### src/rtl/xcwh_pkg.sv
// Shared types and constants of the xor convolution block.
package xcwh_pkg;

  localparam int unsigned DEPTH    = 1024;
  localparam int unsigned IDX_W    = 10;
  localparam int unsigned PAIR_W   = IDX_W - 1;
  localparam int unsigned ELEM_W   = 16;
  localparam int unsigned MUL_W    = 27;
  localparam int unsigned DATA_W   = 2 * MUL_W;
  localparam int unsigned RES_W    = 42;
  localparam int unsigned LOG_W    = 4;
  localparam int unsigned CFG_W    = 4;
  localparam logic [LOG_W-1:0] MAX_LOG = 4'd10;

  // Item kind codes on the input channel.
  localparam logic [1:0] KIND_WRITE = 2'd0;
  localparam logic [1:0] KIND_RUN   = 2'd1;
  localparam logic [1:0] KIND_READ  = 2'd2;
  localparam logic [1:0] KIND_NONE  = 2'd3;

  // Configuration register indexes.
  localparam logic CFG_LOG_SIZE  = 1'b0;
  localparam logic CFG_SELF_MODE = 1'b1;

  typedef enum logic [1:0] {
    OP_WRITE,
    OP_RUN,
    OP_READ,
    OP_NONE
  } op_e;

  typedef struct packed {
    op_e                      op;
    logic [IDX_W-1:0]         index;
    logic signed [ELEM_W-1:0] a_value;
    logic signed [ELEM_W-1:0] b_value;
  } item_t;

  typedef enum logic [2:0] {
    ST_IDLE,
    ST_RD_DATA,
    ST_BF_RD,
    ST_BF_WX,
    ST_BF_WY,
    ST_MUL_RD,
    ST_MUL_EX,
    ST_MUL_WR
  } state_e;

endpackage

### src/rtl/xcwh_front.sv
// Front end: accepts items, classifies their kind and queues them.
module xcwh_front (
  input  logic                  clk_i,
  input  logic                  rst_ni,
  input  logic                  in_valid_i,
  output logic                  in_ready_o,
  input  logic [1:0]            kind_i,
  input  logic [xcwh_pkg::IDX_W-1:0]  index_i,
  input  logic signed [xcwh_pkg::ELEM_W-1:0] a_value_i,
  input  logic signed [xcwh_pkg::ELEM_W-1:0] b_value_i,
  output logic                  q_valid_o,
  output xcwh_pkg::item_t       q_item_o,
  input  logic                  q_pop_i
);

  xcwh_pkg::item_t entries_q [2];
  xcwh_pkg::item_t new_item;
  logic            wptr_q, rptr_q;
  logic [1:0]      cnt_q, cnt_d;
  logic            push;

  // Classify the incoming item.
  always_comb begin
    new_item.index   = index_i;
    new_item.a_value = a_value_i;
    new_item.b_value = b_value_i;
    case (kind_i)
      xcwh_pkg::KIND_WRITE: new_item.op = xcwh_pkg::OP_WRITE;
      xcwh_pkg::KIND_RUN:   new_item.op = xcwh_pkg::OP_RUN;
      xcwh_pkg::KIND_READ:  new_item.op = xcwh_pkg::OP_READ;
      default:              new_item.op = xcwh_pkg::OP_NONE;
    endcase
  end

  assign in_ready_o = (cnt_q != 2'd2);
  assign push       = in_valid_i && in_ready_o;
  assign q_valid_o  = (cnt_q != 2'd0);
  assign q_item_o   = entries_q[rptr_q];

  // Occupancy follows pushes and pops.
  always_comb begin
    cnt_d = cnt_q;
    if (push && !q_pop_i) begin
      cnt_d = cnt_q + 2'd1;
    end else if (!push && q_pop_i) begin
      cnt_d = cnt_q - 2'd1;
    end
  end

  // Queue pointers.
  always_ff @(posedge clk_i or negedge rst_ni) begin
    if (!rst_ni) begin
      wptr_q <= 1'b0;
      rptr_q <= 1'b0;
      cnt_q  <= 2'd0;
    end else begin
      cnt_q <= cnt_d;
      if (push) begin
        wptr_q <= ~wptr_q;
      end
      if (q_pop_i) begin
        rptr_q <= ~rptr_q;
      end
    end
  end

  // Queue payload.
  always_ff @(posedge clk_i) begin
    if (push) begin
      entries_q[wptr_q] <= new_item;
    end
  end

endmodule

### config.mk
export PLATFORM = sky130hd
export DESIGN_NAME = xcwh_front
export DESIGN_NICKNAME = d
export VERILOG_FILES = /design/src/rtl/xcwh_pkg.sv /design/src/rtl/xcwh_front.sv
export SDC_FILE = /design/constraint.sdc
export NUM_CORES = 1
export LEC_CHECK = 0
export BUFFER_PORTS_ARGS = -buffer_cell sky130_fd_sc_hd__buf_4
export CORE_MARGIN = 2
export CORE_UTILIZATION = 30
export DETAILED_ROUTE_END_ITERATION = 16
export GPL_TIMING_DRIVEN = 0
export PLACE_DENSITY_LB_ADDON = 0.08
export SYNTH_ARGS = -nofsm -noshare
export SYNTH_HDL_FRONTEND = slang
export SYNTH_SLANG_ARGS = --single-unit
### constraint.sdc
create_clock -name clk_i -period 4.9 [get_ports clk_i]
set_input_delay 0.245 -clock clk_i [delete_from_list [all_inputs] [get_ports clk_i]]
set_output_delay 0.245 -clock clk_i [all_outputs]
set_load 0.02 [all_outputs]
==> impl_metrics.json <==
{
  "status": "complete, but fails checks",
  "violations": "DRC",
  "swShare": 0.303,
  "initial_utilization": 0.311,
  "hold_class": "primary input to flop",
  "post_dp_cell_area_um2": 4490,
  "finalCritPeriodShare": 0.390,
  "power_frac_comb": 0.392,
  "finalSetupTns_ns": 0,
  "path_cells": "nand2b_1 > nand2_1 > nor2_4 > buf_12",
  "crit_slowest_cell": "nor2_4",
  "path_delay_family": "simple AND/OR/NAND/NOR gates",
  "dp_hpwl_mm": 4.17,
  "crit_type": "flop to flop",
  "synthesis.area_um2": 3580,
  "clock_skew_ns": 0.00868,
  "seqPwrFrac": 0.369,
  "worst_skew_pair.late_latency_ns": 0.33,
  "fp.coreArea_um2": 11500,
  "met2WireLength_mm": 3.30,
  "wl_per_cell_um": 15.7,
  "cts_root_buffer": "clkbuf_16",
  "tightestPinTransition_ns": 0.755,
  "p_leak_nw": 1.91,
  "fin_crit_ns": 1.91,
  "worst_setup_path_end_kind": "flop",
  "fin_nets": 311,
  "cp_data_required_time_ns": 4.93,
  "vias": 1748,
  "viasPerCell": 4.26,
  "cts_tree": "done",
  "p_clk_frac": 0.239,
  "dr_wl_met3_um": 374,
  "grt_pass1_vias": 1900,
  "ant_nets": 0,
  "ioPinCount": 94,
  "top_layer_used": "met4",
  "ys_warn_count": 0,
  "whs_ns": 0.0885,
  "rsz0062_at_grt": "no",
  "drtIter0Drc": 72,
  "final_cell_mix": "91 x buf_4, 88 x edfxtp_1, 39 x mux2_4, 9 x clkbuf_16, 6 x buf_12",
  "cts_setup_buffers": 0,
  "cts-buffers-inserted": 9,
  "dieArea_um2": 12800,
  "drv_slew": 0,
  "grt.total_usage": 0.105,
  "cts_buffer_depth": 2,
  "synthCells": 157,
  "io_buffer_count": 91,
  "cp.arrival_ns": 1.94,
  "overflow": 0,
  "grt_max_degree": 25,
  "final_common_cell": "buf_4",
  "dieHeight_um": 113,
  "cts_resized": 0,
  "syn2layout_area_growth_pct": 34.6,
  "startpoint_type": "flop",
  "synth_area_per_cell_um2": 22.8,
  "p_int_mw": 2.13,
  "wl_mm": 6.42,
  "yosysUniqueCellTypes": 16,
  "wl_met1_mm": 2.66,
  "rows": 39,
  "ir_drop_v": 0.000272,
  "diodes": 0,
  "synthesis.nets": 206,
  "yosysSeqAreaShare": 0.767,
  "grt_pass1_wl_mm": 9.99,
  "drtPass1Iterations": 9,
  "slew_headroom": 0.496,
  "fin_area_um2": 4810,
  "dieWidth_um": 113,
  "crit_buf_inv": 1,
  "place_congestion": 0.602,
  "worstPathMaxFanout": 23,
  "antenna_found_initial": 0,
  "setup_violations": 0,
  "cap_violations": 0,
  "hold_viol": 0,
  "fmax_mhz": 523,
  "slowest_delay_ns": 0.61,
  "drive_above_1_share": 0.596,
  "clock-sinks": 92,
  "power.switching_mw": 0.923,
  "ys_ff_latch": 92,
  "htreeDepth": 3,
  "powerDensity_nw_per_um2": 633,
  "route.detailed.drc": 6,
  "clk_pin_slew_ns": 0.07
}
-- layer usage --
| layer | global-route usage | vias up |
|---|---|---|
| met5 | 0 | - |
| met4 | 0.0390 | 0 |
| met3 | 0.0386 | 9 |
| met2 | 0.176 | 53 |
| met1 | 0.124 | 872 |
| li1 | - | 814 |
-- worst paths after layout --
kind	startpoint	endpoint	cells past startpoint	slack (ns)
min in group asynchronous	rst_ni	cnt_q[1]	2	0.23
max in group asynchronous	rst_ni	rptr_q	2	4.56
hold reg to reg	cnt_q[1]	cnt_q[1]	1	0.49
setup / recovery	cnt_q[0]	entries_q[0][6]	4	2.99
hold / removal	q_pop_i	rptr_q	2	0.09
setup reg to reg	cnt_q[0]	entries_q[0][6]	4	2.99
-- power groups by stage --
stage               sequential (mW)  combinational, mW  clock [mW]
floorplan                      1.14              0.796           0
global placement               1.15               1.20           0
detailed placement             1.14               1.22           0
CTS                            1.13               1.23       0.752
global route                   1.14               1.27       0.790
finish                         1.12               1.20       0.730
-- cell families after synthesis --
| group | share of synthesized area |
|---|---|
| buf+inv | 0.0297 |
| flops | 0.767 |
| mux | 0.179 |
| simple gates | 0.00840 |
| fa+ha+maj | 0.00350 |
| xor+xnor | 0.0122 |
-- flip-flops by register name (all words and copies together), names as in the netlist --
| signal | count |
|---|---|
| entries_q | 88 |
| cnt_q | 2 |
| rptr_q | 1 |
| wptr_q | 1 |
-- synth_stat cells (all sizes together) --
| cell | instances | area share |
|---|---|---|
| xor2 | 3 | 0.0073 |
| clkbuf | 2 | 0.0021 |
| nor2 | 2 | 0.0021 |
| or2 | 1 | 0.0017 |
| dfrtp | 4 | 0.028 |
| ha | 1 | 0.0035 |
| inv | 2 | 0.0021 |
| nand2b | 1 | 0.0017 |
| xnor2 | 2 | 0.0049 |
| edfxtp | 88 | 0.74 |
| and3 | 1 | 0.0017 |
| mux2 | 44 | 0.18 |
| nand2 | 1 | 0.0010 |
| buf | 5 | 0.026 |
-- stage by stage --
stage                     instances  power, mW  utilization  setup WS, ns
final                           410       3.05        0.418          2.99
after global routing            410       3.20        0.418          2.81
after CTS                       410       3.10        0.418          2.93
after detailed placement        393       2.37        0.390          2.95
after global placement          391       2.35        0.385         0.453
after floorplan                 157       1.93            -          1.80
-- cell type report --
| class | instances | area, µm² |
|---|---|---|
| fill | 1072 | 6700 |
| tap | 143 | 179 |
| buffer | 7 | 98.8 |
| inverter | 2 | 7.51 |
| sequential | 92 | 2740 |
| timing repair buffer | 94 | 733 |
| multi-input combinational | 56 | 737 |
| clock inverter | 7 | 91.3 |
| clock buffer | 9 | 225 |
-- what timing repair did --
| item | in CTS | in global routing |
|---|---|---|
| hold buffers | 1 | 0 |
| hold endpoints to repair | 4 | 0 |
| endpoints found under the setup margin | 0 | 0 |
Power figures use the tool's default switching activity.
